### config.mk
export PLATFORM = sky130hd
export DESIGN_NAME = stx_etx_crc16_deframer
export DESIGN_NICKNAME = d
export VERILOG_FILES = /design/src/design/secd_pkg.sv /design/src/design/secd_front.sv /design/src/design/secd_fifo.sv /design/src/design/secd_back.sv /design/src/design/stx_etx_crc16_deframer.sv
export SDC_FILE = /design/constraint.sdc
export NUM_CORES = 1
export LEC_CHECK = 0
export CAP_MARGIN = 10
export CORE_ASPECT_RATIO = 0.5
export CORE_MARGIN = 2
export CORE_UTILIZATION = 50
export DETAILED_ROUTE_END_ITERATION = 8
export DONT_BUFFER_PORTS = 1
export GPL_ROUTABILITY_DRIVEN = 1
export PLACE_DENSITY = 0.69
export SYNTH_ARGS = -nofsm -noshare
export SYNTH_HDL_FRONTEND = slang
export SYNTH_SLANG_ARGS = --single-unit
### constraint.sdc
create_clock -name i_clk -period 12.1 [get_ports i_clk]
set_input_delay 0.605 -clock i_clk [delete_from_list [all_inputs] [get_ports i_clk]]
set_output_delay 0.605 -clock i_clk [all_outputs]
set_load 0.005 [all_outputs]
### src/design/secd_pkg.sv
// Package for the STX/ETX CRC-16 deframer.
// It holds the input, result, classified-item and configuration types and the shared codes.
// Every module of the block takes these types from here.
`timescale 1ns / 1ps
`default_nettype none

package secd_pkg;

    localparam logic [2:0] R_START  = 3'd0;
    localparam logic [2:0] R_END    = 3'd1;
    localparam logic [2:0] R_MAXPAY = 3'd2;
    localparam logic [2:0] R_STALL  = 3'd3;
    localparam logic [2:0] R_POLY   = 3'd4;
    localparam logic [2:0] R_INIT   = 3'd5;
    localparam logic [2:0] R_JSON   = 3'd6;
    localparam logic [2:0] R_BINARY = 3'd7;

    localparam logic KIND_DATA    = 1'b0;
    localparam logic KIND_VERDICT = 1'b1;

    localparam logic [2:0] V_JSON    = 3'd0;
    localparam logic [2:0] V_BINARY  = 3'd1;
    localparam logic [2:0] V_UNKNOWN = 3'd2;
    localparam logic [2:0] V_CRC     = 3'd3;
    localparam logic [2:0] V_LENGTH  = 3'd4;
    localparam logic [2:0] V_NOEND   = 3'd5;
    localparam logic [2:0] V_STALL   = 3'd6;

    typedef struct packed {
        logic       opcode;
        logic [7:0] rx_byte;
    } t_in;

    typedef struct packed {
        logic       out_kind;
        logic [7:0] data_byte;
        logic       first_flag;
        logic [2:0] verdict;
    } t_out;

    typedef struct packed {
        logic [7:0]  start_byte;
        logic [7:0]  end_byte;
        logic [15:0] len_limit;
        logic [15:0] stall_ticks;
        logic [15:0] crc_poly;
        logic [15:0] crc_init;
        logic [7:0]  json_type;
        logic [7:0]  binary_type;
    } t_cfg;

    typedef struct packed {
        logic       is_tick;
        logic [7:0] rx_byte;
        logic       is_start;
        logic       is_end;
        logic       is_json;
        logic       is_binary;
    } t_evt;

endpackage

`default_nettype wire

### src/design/secd_front.sv
// Front end of the deframer: accepts input items and classifies them.
// Each byte is compared against the framing and type bytes before queuing.
// Depends on secd_pkg.
`timescale 1ns / 1ps
`default_nettype none

module secd_front (
    input  wire  secd_pkg::t_in  i_item,
    input  wire  secd_pkg::t_cfg i_cfg,
    output secd_pkg::t_evt       o_evt
);

    always_comb begin
        o_evt.is_tick   = i_item.opcode;
        o_evt.rx_byte   = i_item.rx_byte;
        o_evt.is_start  = (i_item.rx_byte == i_cfg.start_byte);
        o_evt.is_end    = (i_item.rx_byte == i_cfg.end_byte);
        o_evt.is_json   = (i_item.rx_byte == i_cfg.json_type);
        o_evt.is_binary = (i_item.rx_byte == i_cfg.binary_type);
    end

endmodule

`default_nettype wire

### src/design/secd_fifo.sv
// Two-entry queue of classified items between the front and back ends.
// Depends on secd_pkg for the item type.
`timescale 1ns / 1ps
`default_nettype none

module secd_fifo (
    input  wire                  i_clk,
    input  wire                  i_rst_n,
    input  wire                  i_push,
    input  wire  secd_pkg::t_evt i_data,
    output logic                 o_full,
    input  wire                  i_pop,
    output logic                 o_valid,
    output secd_pkg::t_evt       o_data
);

    secd_pkg::t_evt r_mem [2];
    logic           r_wr_ptr;
    logic           r_rd_ptr;
    logic [1:0]     r_count;

    assign o_full  = (r_count == 2'd2);
    assign o_valid = (r_count != 2'd0);
    assign o_data  = r_mem[r_rd_ptr];

    always_ff @(posedge i_clk) begin
        if (i_push) begin
            r_mem[r_wr_ptr] <= i_data;
        end
    end

    always_ff @(posedge i_clk) begin
        if (!i_rst_n) begin
            r_wr_ptr <= 1'b0;
            r_rd_ptr <= 1'b0;
            r_count  <= 2'd0;
        end else begin
            if (i_push) begin
                r_wr_ptr <= ~r_wr_ptr;
            end
            if (i_pop) begin
                r_rd_ptr <= ~r_rd_ptr;
            end
            if (i_push && !i_pop) begin
                r_count <= r_count + 2'd1;
            end else if (i_pop && !i_push) begin
                r_count <= r_count - 2'd1;
            end
        end
    end

endmodule

`default_nettype wire

### src/design/secd_back.sv
// Back end of the deframer: frame parser, CRC-16 and the result register.
// It consumes classified items from the queue whenever the result slot is free.
// Depends on secd_pkg.
`timescale 1ns / 1ps
`default_nettype none

module secd_back #(
    parameter int MAX_FRAME = 65535
) (
    input  wire                  i_clk,
    input  wire                  i_rst_n,
    input  wire  secd_pkg::t_cfg i_cfg,
    input  wire                  i_evt_valid,
    input  wire  secd_pkg::t_evt i_evt,
    output logic                 o_pop,
    output logic                 o_out_valid,
    input  wire                  i_out_stall,
    output secd_pkg::t_out       o_out
);

    localparam int          CntW   = $clog2(MAX_FRAME + 1);
    localparam logic [15:0] MaxLen = 16'(MAX_FRAME);

    typedef enum logic [2:0] {
        PH_IDLE,
        PH_LENGTH,
        PH_PAYLOAD,
        PH_CRC,
        PH_END
    } t_phase;

    t_phase         r_phase;
    logic [1:0]     r_len_cnt;
    logic [15:0]    r_len;
    logic           r_len_big;
    logic [CntW-1:0] r_pay_cnt;
    logic [15:0]    r_crc;
    logic [15:0]    r_rx_crc;
    logic           r_crc_hi;
    logic           r_type_json;
    logic           r_type_bin;
    logic [15:0]    r_sil;
    logic           r_out_valid;
    secd_pkg::t_out r_out;

    logic [15:0]     n_sil;
    logic [15:0]     n_crc;
    logic [CntW-1:0] n_pay_cnt;
    logic            w_len_bad;

    function automatic logic [15:0] crc_byte(
        input logic [15:0] crc,
        input logic [7:0]  b,
        input logic [15:0] poly
    );
        logic [15:0] c;
        c = crc ^ {b, 8'h00};
        for (int i = 0; i < 8; i++) begin
            c = c[15] ? ((c << 1) ^ poly) : (c << 1);
        end
        return c;
    endfunction

    function automatic secd_pkg::t_out verdict_out(input logic [2:0] v);
        return '{secd_pkg::KIND_VERDICT, 8'd0, 1'b0, v};
    endfunction

    assign o_pop       = i_evt_valid && (!r_out_valid || !i_out_stall);
    assign o_out_valid = r_out_valid;
    assign o_out       = r_out;

    assign n_sil     = (r_sil == 16'hFFFF) ? r_sil : r_sil + 16'd1;
    assign n_crc     = crc_byte(r_crc, i_evt.rx_byte, i_cfg.crc_poly);
    assign n_pay_cnt = r_pay_cnt + CntW'(1);
    assign w_len_bad = r_len_big || (i_evt.rx_byte != 8'd0) || (r_len == 16'd0)
                       || (r_len > i_cfg.len_limit) || (r_len > MaxLen);

    always_ff @(posedge i_clk) begin
        if (!i_rst_n) begin
            r_phase     <= PH_IDLE;
            r_len_cnt   <= 2'd0;
            r_len       <= 16'd0;
            r_len_big   <= 1'b0;
            r_crc_hi    <= 1'b0;
            r_sil       <= 16'd0;
            r_out_valid <= 1'b0;
        end else if (o_pop) begin
            r_out_valid <= 1'b0;
            if (i_evt.is_tick) begin
                if (r_phase != PH_IDLE) begin
                    if (n_sil > i_cfg.stall_ticks) begin
                        r_out_valid <= 1'b1;
                        r_out       <= verdict_out(secd_pkg::V_STALL);
                        r_phase     <= PH_IDLE;
                        r_sil       <= 16'd0;
                        r_len_cnt   <= 2'd0;
                        r_crc_hi    <= 1'b0;
                    end else begin
                        r_sil <= n_sil;
                    end
                end
            end else begin
                r_sil <= 16'd0;
                unique case (r_phase)
                    PH_IDLE: begin
                        if (i_evt.is_start) begin
                            r_phase   <= PH_LENGTH;
                            r_len_cnt <= 2'd0;
                            r_len     <= 16'd0;
                            r_len_big <= 1'b0;
                        end
                    end
                    PH_LENGTH: begin
                        r_len_cnt <= r_len_cnt + 2'd1;
                        unique case (r_len_cnt)
                            2'd0: r_len[7:0]  <= i_evt.rx_byte;
                            2'd1: r_len[15:8] <= i_evt.rx_byte;
                            2'd2: r_len_big   <= (i_evt.rx_byte != 8'd0);
                            2'd3: begin
                                if (w_len_bad) begin
                                    r_out_valid <= 1'b1;
                                    r_out       <= verdict_out(secd_pkg::V_LENGTH);
                                    r_phase     <= PH_IDLE;
                                end else begin
                                    r_pay_cnt <= '0;
                                    r_crc     <= i_cfg.crc_init;
                                    r_phase   <= PH_PAYLOAD;
                                end
                            end
                        endcase
                    end
                    PH_PAYLOAD: begin
                        r_out_valid <= 1'b1;
                        r_out       <= '{secd_pkg::KIND_DATA, i_evt.rx_byte,
                                         (r_pay_cnt == '0), 3'd0};
                        if (r_pay_cnt == '0) begin
                            r_type_json <= i_evt.is_json;
                            r_type_bin  <= i_evt.is_binary;
                        end
                        r_crc     <= n_crc;
                        r_pay_cnt <= n_pay_cnt;
                        if (16'(n_pay_cnt) == r_len) begin
                            r_phase  <= PH_CRC;
                            r_crc_hi <= 1'b0;
                        end
                    end
                    PH_CRC: begin
                        if (!r_crc_hi) begin
                            r_rx_crc[7:0] <= i_evt.rx_byte;
                            r_crc_hi      <= 1'b1;
                        end else begin
                            r_rx_crc[15:8] <= i_evt.rx_byte;
                            r_crc_hi       <= 1'b0;
                            r_phase        <= PH_END;
                        end
                    end
                    PH_END: begin
                        r_out_valid <= 1'b1;
                        r_phase     <= PH_IDLE;
                        r_len_cnt   <= 2'd0;
                        priority if (!i_evt.is_end) begin
                            r_out <= verdict_out(secd_pkg::V_NOEND);
                        end else if (r_rx_crc != r_crc) begin
                            r_out <= verdict_out(secd_pkg::V_CRC);
                        end else if (r_type_json) begin
                            r_out <= verdict_out(secd_pkg::V_JSON);
                        end else if (r_type_bin) begin
                            r_out <= verdict_out(secd_pkg::V_BINARY);
                        end else begin
                            r_out <= verdict_out(secd_pkg::V_UNKNOWN);
                        end
                    end
                    default: begin
                        r_phase <= PH_IDLE;
                    end
                endcase
            end
        end else if (!i_out_stall) begin
            r_out_valid <= 1'b0;
        end
    end

endmodule

`default_nettype wire

### src/design/stx_etx_crc16_deframer.sv
// Top level of the STX/ETX length-prefixed CRC-16 byte stream deframer.
// Holds the configuration registers and joins front end, queue and back end.
// Depends on secd_pkg, secd_front, secd_fifo and secd_back.
//
//   Port group   Direction  Handshake                  Content
//   input        in         i_in_valid / o_in_stall    opcode, rx_byte
//   output       out        o_out_valid / i_out_stall  out_kind, data_byte, first_flag, verdict
//   config       in         i_cfg_we                   i_cfg_idx, i_cfg_data
//
// One item is taken per cycle while the queue is not full; an accepted item is written into the queue
// and is parsed into the output register when the back end pops it.
// The parser's combinational byte CRC update and phase logic set that rate.
// Reset is synchronous and returns the parser to hunting for the start byte.
// A stalled result holds in the output register; the two-entry queue absorbs
// items until it fills, and only then is the input stalled.
`timescale 1ns / 1ps
`default_nettype none

module stx_etx_crc16_deframer #(
    parameter int MAX_FRAME = 65535
) (
    input  wire                  i_clk,
    input  wire                  i_rst_n,
    input  wire                  i_in_valid,
    output logic                 o_in_stall,
    input  wire  secd_pkg::t_in  i_in,
    output logic                 o_out_valid,
    input  wire                  i_out_stall,
    output secd_pkg::t_out       o_out,
    input  wire                  i_cfg_we,
    input  wire  [2:0]           i_cfg_idx,
    input  wire  [15:0]          i_cfg_data
);

    secd_pkg::t_cfg r_cfg;
    secd_pkg::t_evt w_evt_in;
    secd_pkg::t_evt w_evt_q;
    logic           w_full;
    logic           w_q_valid;
    logic           w_pop;
    logic           w_push;

    always_ff @(posedge i_clk) begin
        if (!i_rst_n) begin
            r_cfg.start_byte  <= 8'd2;
            r_cfg.end_byte    <= 8'd3;
            r_cfg.len_limit   <= 16'd4096;
            r_cfg.stall_ticks <= 16'd100;
            r_cfg.crc_poly    <= 16'h1021;
            r_cfg.crc_init    <= 16'hFFFF;
            r_cfg.json_type   <= 8'd1;
            r_cfg.binary_type <= 8'd2;
        end else if (i_cfg_we) begin
            unique case (i_cfg_idx)
                secd_pkg::R_START:  r_cfg.start_byte  <= i_cfg_data[7:0];
                secd_pkg::R_END:    r_cfg.end_byte    <= i_cfg_data[7:0];
                secd_pkg::R_MAXPAY: r_cfg.len_limit   <= i_cfg_data;
                secd_pkg::R_STALL:  r_cfg.stall_ticks <= i_cfg_data;
                secd_pkg::R_POLY:   r_cfg.crc_poly    <= i_cfg_data;
                secd_pkg::R_INIT:   r_cfg.crc_init    <= i_cfg_data;
                secd_pkg::R_JSON:   r_cfg.json_type   <= i_cfg_data[7:0];
                secd_pkg::R_BINARY: r_cfg.binary_type <= i_cfg_data[7:0];
            endcase
        end
    end

    assign o_in_stall = w_full;
    assign w_push     = i_in_valid && !w_full;

    secd_front u_front (
        .i_item (i_in),
        .i_cfg  (r_cfg),
        .o_evt  (w_evt_in)
    );

    secd_fifo u_fifo (
        .i_clk   (i_clk),
        .i_rst_n (i_rst_n),
        .i_push  (w_push),
        .i_data  (w_evt_in),
        .o_full  (w_full),
        .i_pop   (w_pop),
        .o_valid (w_q_valid),
        .o_data  (w_evt_q)
    );

    secd_back #(
        .MAX_FRAME (MAX_FRAME)
    ) u_back (
        .i_clk       (i_clk),
        .i_rst_n     (i_rst_n),
        .i_cfg       (r_cfg),
        .i_evt_valid (w_q_valid),
        .i_evt       (w_evt_q),
        .o_pop       (w_pop),
        .o_out_valid (o_out_valid),
        .i_out_stall (i_out_stall),
        .o_out       (o_out)
    );

endmodule

`default_nettype wire
== Yosys cells after proc, flatten, opt, wreduce, memory -nomap -nowiden ==
Memory sizes are Yosys's and may differ from the RTL's. A register that Yosys moved wholly into a read port is not among the register bits.
Cells that the tools add are included.

* Add/sub/neg operators: 5
* Bitwise gates (word level): 13
* Reduce and logical (&&, ||, !) cells: 49
* Eq/ne operators: 36
* Order comparisons: 3
* Multiplexer cells: 69

{| class="wikitable"
|+ Operators with widths
! kind !! count
|-
| $mux W16 || 17
|-
| $xor A16 B16 Y16 || 9
|-
| $mux W13 || 8
|-
| $pmux W16 S2 || 3
|-
| $reduce_and A5 Y1 || 8
|-
| $pmux W13 S3 || 1
|-
| $add A16 B1 Y16 const B || 2
|-
| $eq A8 B8 Y1 || 4
|-
| $gt A16 B16 Y1 || 2
|-
| $logic_not A16 Y1 || 2
|-
| $mux W3 || 7
|-
| $mux W1 || 18
|-
| $reduce_and A2 Y1 || 9
|-
| $eq A16 B16 Y1 || 1
|-
| $eq A16 B16 Y1 const B || 1
|-
| $gt A16 B16 Y1 const B || 1
|-
| $mux W2 || 8
|-
| $mux W8 || 2
|-
| $ne A16 B16 Y1 || 1
|-
| $eq A3 B3 Y1 const B || 5
|-
| $ne A3 B1 Y1 const B || 5
|-
| $reduce_and A7 Y1 || 2
|-
| $eq A3 B2 Y1 const B || 4
|-
| $ne A2 B2 Y1 const B || 6
|-
| other kinds (21) || 49
|}

* Input port bits: 33
* Memory bits (writable): 26
* Memories: 1
* Register bits after elaboration: 203
* Output and inout port bits: 15

{| class="wikitable"
|+ Memories
! name !! depth !! bits a word !! read ports !! clocked after memory_dff !! wr ports !! line !! text
|-
| u_fifo.r_mem || 2 || 13 || 1 || 1 || 1 || secd_fifo.sv:17 || <nowiki>secd_pkg::t_evt r_mem [2];</nowiki>
|}

== Logic depth before layout (Yosys ltp) ==
* Depth in word-level cells: 18
* Gate-level depth with buffers: 23

== Hierarchy ==
A second synthesis with hierarchy kept.

* Cells, all modules: 1487
* Area total of the unflattened synthesis: 13797.0 um2

{| class="wikitable"
|+ Modules (own cells, without submodules)
! module !! area each (um2) !! seq. area each (um2) !! instances !! cells each
|-
| secd_back || 8428.1 || 2692.6 || 1 || 1003
|-
| stx_etx_crc16_deframer || 3732.3 || 1921.8 || 1 || 361
|-
| secd_fifo || 1153.6 || 880.8 || 1 || 62
|-
| secd_front || 483.0 || 0.0 || 1 || 61
|}

== Worst setup path after synthesis ==
OpenSTA, ideal clock, no wires.

* Path kind: flip-flop to flip-flop
* Start: register r_cfg[65] (netlist name)
* End: register u_back.r_crc[0], enable pin
* Stages on the path, launching flop included: 16
* Path slack: 6.955 ns
* Period minus slack after synthesis: 5.145 ns
* Data arrival time: 4.684 ns
* Library setup time: 0.461 ns
* Buffers on the path: 0
* Cells stage by stage: dfxtp_1 inv_1 ha_1 nor2b_1 o21a_1 o21a_1 o21a_1 o21a_1 o21a_1 o21a_1 o21ai_0 a21boi_0 o21ai_0 a22oi_1 o31a_1 nor3_1

* Word-level cells in the longest chain between the ends: 5

{| class="wikitable"
|+ RTL lines
! item !! line !! text
|-
| start: declaration || stx_etx_crc16_deframer.sv:35 || <nowiki>secd_pkg::t_cfg r_cfg;</nowiki>
|-
| $gt A16 B16 Y1 || secd_back.sv:76 || <nowiki>|| (r_len > i_cfg.len_limit) || (r_len > MaxLen);</nowiki>
|-
| $logic_or A1 B1 Y1 (2 in series) || secd_back.sv:76 ||
|-
| $ne A2 B2 Y1 (no source line) || -- ||
|-
| $reduce_and A6 Y1 (no source line) || -- ||
|-
| end signal: assignment || secd_back.sv:126 || <nowiki>r_crc <= i_cfg.crc_init;</nowiki>
|-
| end signal: assignment || secd_back.sv:140 || <nowiki>r_crc <= n_crc;</nowiki>
|-
| end: declaration || secd_back.sv:37 || <nowiki>logic [15:0] r_crc;</nowiki>
|}

No other way between the ends.
A chain may end at the register's enable or synchronous reset.

==> results.toml <==
[clock_network]
post_cts_resized = 0
cts.sinks = 230
clk_latency_ns = 0.51
clk_path_buf_depth = 3
clk_pin_slew_ns = 0.07
cts-root-buf = "clkbuf_16"
cts_tree = "yes"
cts_setup_buffers = 0
hold_buffers = 0
cts_max_level = 1
cts_made_buffers = 22

[die]
start_util_pct = 50.5
fp-row-count = 42
ios = 48
dieWidth_um = 234
die-area_sq_mm = 0.0279
core_area_sq_mm = 0.0262
die_h_um = 119

[worst_setup_path]
reg2reg_slack_ns = 6.20
worst_setup_path_start_kind = "flip-flop"
crit_path_end_kind = "flip-flop"
arrival_ns = 6.14
crit_required_ns = 12.34
cp_max_fo = 16
critical_path_class = "flip-flop to flip-flop"

[global_route]
grt_overflow_total = 0
antenna_found_initial = 0
grt_max_degree = 88
grt_pass1_vias = 10200
grtUsageTotal_pct = 24.3
grt_pass1_wl_um = 53700

[detailed_routing]
drcViolationCount = 0
drt_wl_total_um = 33400
first_iter_violations = 1054
ant_nets = 0
vias_per_cell = 5.69
wl_per_cell_um = 18.2
num_vias = 10400
drtPass1Iterations = 5

[sta]
skew_ns = 0.0172
min_period_over_period_pct = 48.8
relSlewSlack_pct = 16.4
whs_ns = 0.167
hold_viol = 0
finalSetupTns_ns = 0
setup_violations = 0
period_needed_ns = 5.90
rsz0062_at_grt = "false"
drv_slew = 0
worst_slew_pin_slew_ns = 1.25
max_freq_mhz = 170

[power_and_ir_drop]
p_leak_nw = 5.09
switchingPower_mw = 0.742
pwr-share-seq_pct = 38.8
power_per_cell_area_mw_per_mm2 = 162
switching_share_pct = 32.4
peakVddDrop_mv = 0.0998
comb_power_share_pct = 30.7
p_clk_share_pct = 30.4
intPower_mw = 1.55

[place]
hpwl_um = 24100
io_buffers = 0
place_congestion = 0.879
dpl.cell_count = 1791

[final_layout]
final_cell_mix = "nand2_1, dfxtp_1, xnor2_1"
final_common_cell = "nand2_1"
area_growth_pct = 6.84
fill_cells = 2311
drive_gt1_share_pct = 4.99
final_cells = 1834
n_antenna_cell = 0
nNetsFinal = 1539

[synthesis]
synth_nets = 1597
synth_top_cell_by_area = "dfxtp_1"
synth_area_leaders = "dfxtp_1, edfxtp_1, nand2_1"
syn-instance-count = 1524
synth_edf_count = 89
synth_cell_types = 68
async_flop_share_pct = 0
yosysTopAreaCellShare_pct = 21.3
yosys_warnings = 0
synthesis.area_sq_mm = 0.0132
ys_ff_latch = 230
synth_ff_type = "dfxtp_1"
synth_area_per_cell_sq_um = 8.69
ys_seq_area_share_pct = 41.5

[status]
status = "finished clean"

[job]
drv_cap = 0

[hold_path]
worstHoldPathType = "primary input to flip-flop"
synthesized netlist by cell type (15+ instances only):
cell type	instances
inv_1	52
nor3_1	24
nand3_1	57
clkbuf_1	77
xnor2_1	136
dfxtp_1	141
xnor3_1	15
nand2_1	352
o21ai_0	38
nor2b_1	17
nor2_1	94
xor2_1	49
o21a_1	20
mux2i_1	37
nand4_1	36
edfxtp_1	89
a21oi_1	98
ha_1	40
power groups by stage:
stage | clock [mW] | combinational, mW | sequential (mW)
6_report | 0.697 | 0.704 | 0.889
4_1_cts | 0.706 | 0.696 | 0.888
2_1_floorplan | 0 | 0.582 | 0.890
5_1_grt | 0.737 | 0.773 | 0.892
3_3_place_gp | 0 | 0.675 | 0.904
3_5_place_dp | 0 | 0.689 | 0.905
per-stage QoR:
step	util, %	cell area, sq um	total power, mW	worst slack, ns
4_1_cts	53.9	14100	2.29	6.10
6_report	53.9	14100	2.29	6.20
3_5_place_dp	51.0	13400	1.59	6.14
3_3_place_gp	51.0	13400	1.58	6.32
2_1_floorplan	-	13200	1.47	6.95
5_1_grt	53.9	14100	2.40	5.60
per-layer routing:
metal  track usage, %  part of all wire [%]
met5                0                     0
met4             8.39                   3.4
met3             5.08                   7.4
met2             37.3                    43
met1             33.9                    46
critical path: stages (launching register included):
cell      delay (ns)
dfxtp_1         0.31
buf_4           0.27
mux2i_4         0.47
xnor2_1         0.21
buf_4           0.22
o311ai_1        0.09
nand4_1         0.14
xnor2_1         0.87
mux2i_1         0.39
xor2_1          0.87
o211ai_1        0.25
a32o_1          0.30
a22oi_2         0.53
o21ai_0         0.21
xnor3_1         0.40
o21ai_0         0.07
logic make-up after synthesis:
| family | count (synthesis) | synth area share (%) |
|---|---|---|
| buf+inv | 147 | 4.33 |
| simple gates | 646 | 21.7 |
| flops | 230 | 41.5 |
| xor+xnor | 206 | 15.7 |
| fa+ha+maj | 40 | 3.78 |
| compound gates | 210 | 9.38 |
| mux | 45 | 3.65 |
cell type report:
cell class                 count  area, sq um  share of cell area (%)
timing repair buffer          12         90.1                   0.637
tap                          352          440                    3.11
inverter                      53          199                    1.41
clock buffer                  27          632                    4.47
clock inverter                13          109                   0.770
multi-input combinational   1147         7180                    50.8
sequential                   230         5500                    38.9
worst paths after layout:
check / cells after the start / to / startpoint
max: 15 / u_back.r_crc[6] / flip-flop
min: 1 / r_cfg[37] / i_rst_n
max reg2reg: 15 / u_back.r_crc[6] / flip-flop
min reg2reg: 2 / r_cfg[71] / r_cfg[71]
registers in the layout (all words and copies together), names as in the netlist, named ones only:
| signal | cells |
|---|---|
| u_back.r_crc | 16 |
| u_back.r_phase | 3 |
| u_back.r_pay_cnt | 16 |
| r_cfg | 96 |
| u_fifo.r_count | 2 |
| u_back.r_rx_crc | 16 |
| u_back.r_len_cnt | 2 |
| u_back.r_type_bin | 1 |
| u_fifo.r_mem | 26 |
| u_back.r_len_big | 1 |
| u_fifo.r_rd_ptr | 1 |
| u_back.r_sil | 16 |
| u_back.o_out_valid | 1 |
| u_fifo.r_wr_ptr | 1 |
| u_back.r_len | 16 |
| u_back.r_crc_hi | 1 |
| u_back.o_out | 13 |
| u_back.r_type_json | 1 |
No activity file was read; power rests on OpenSTA's default activity.
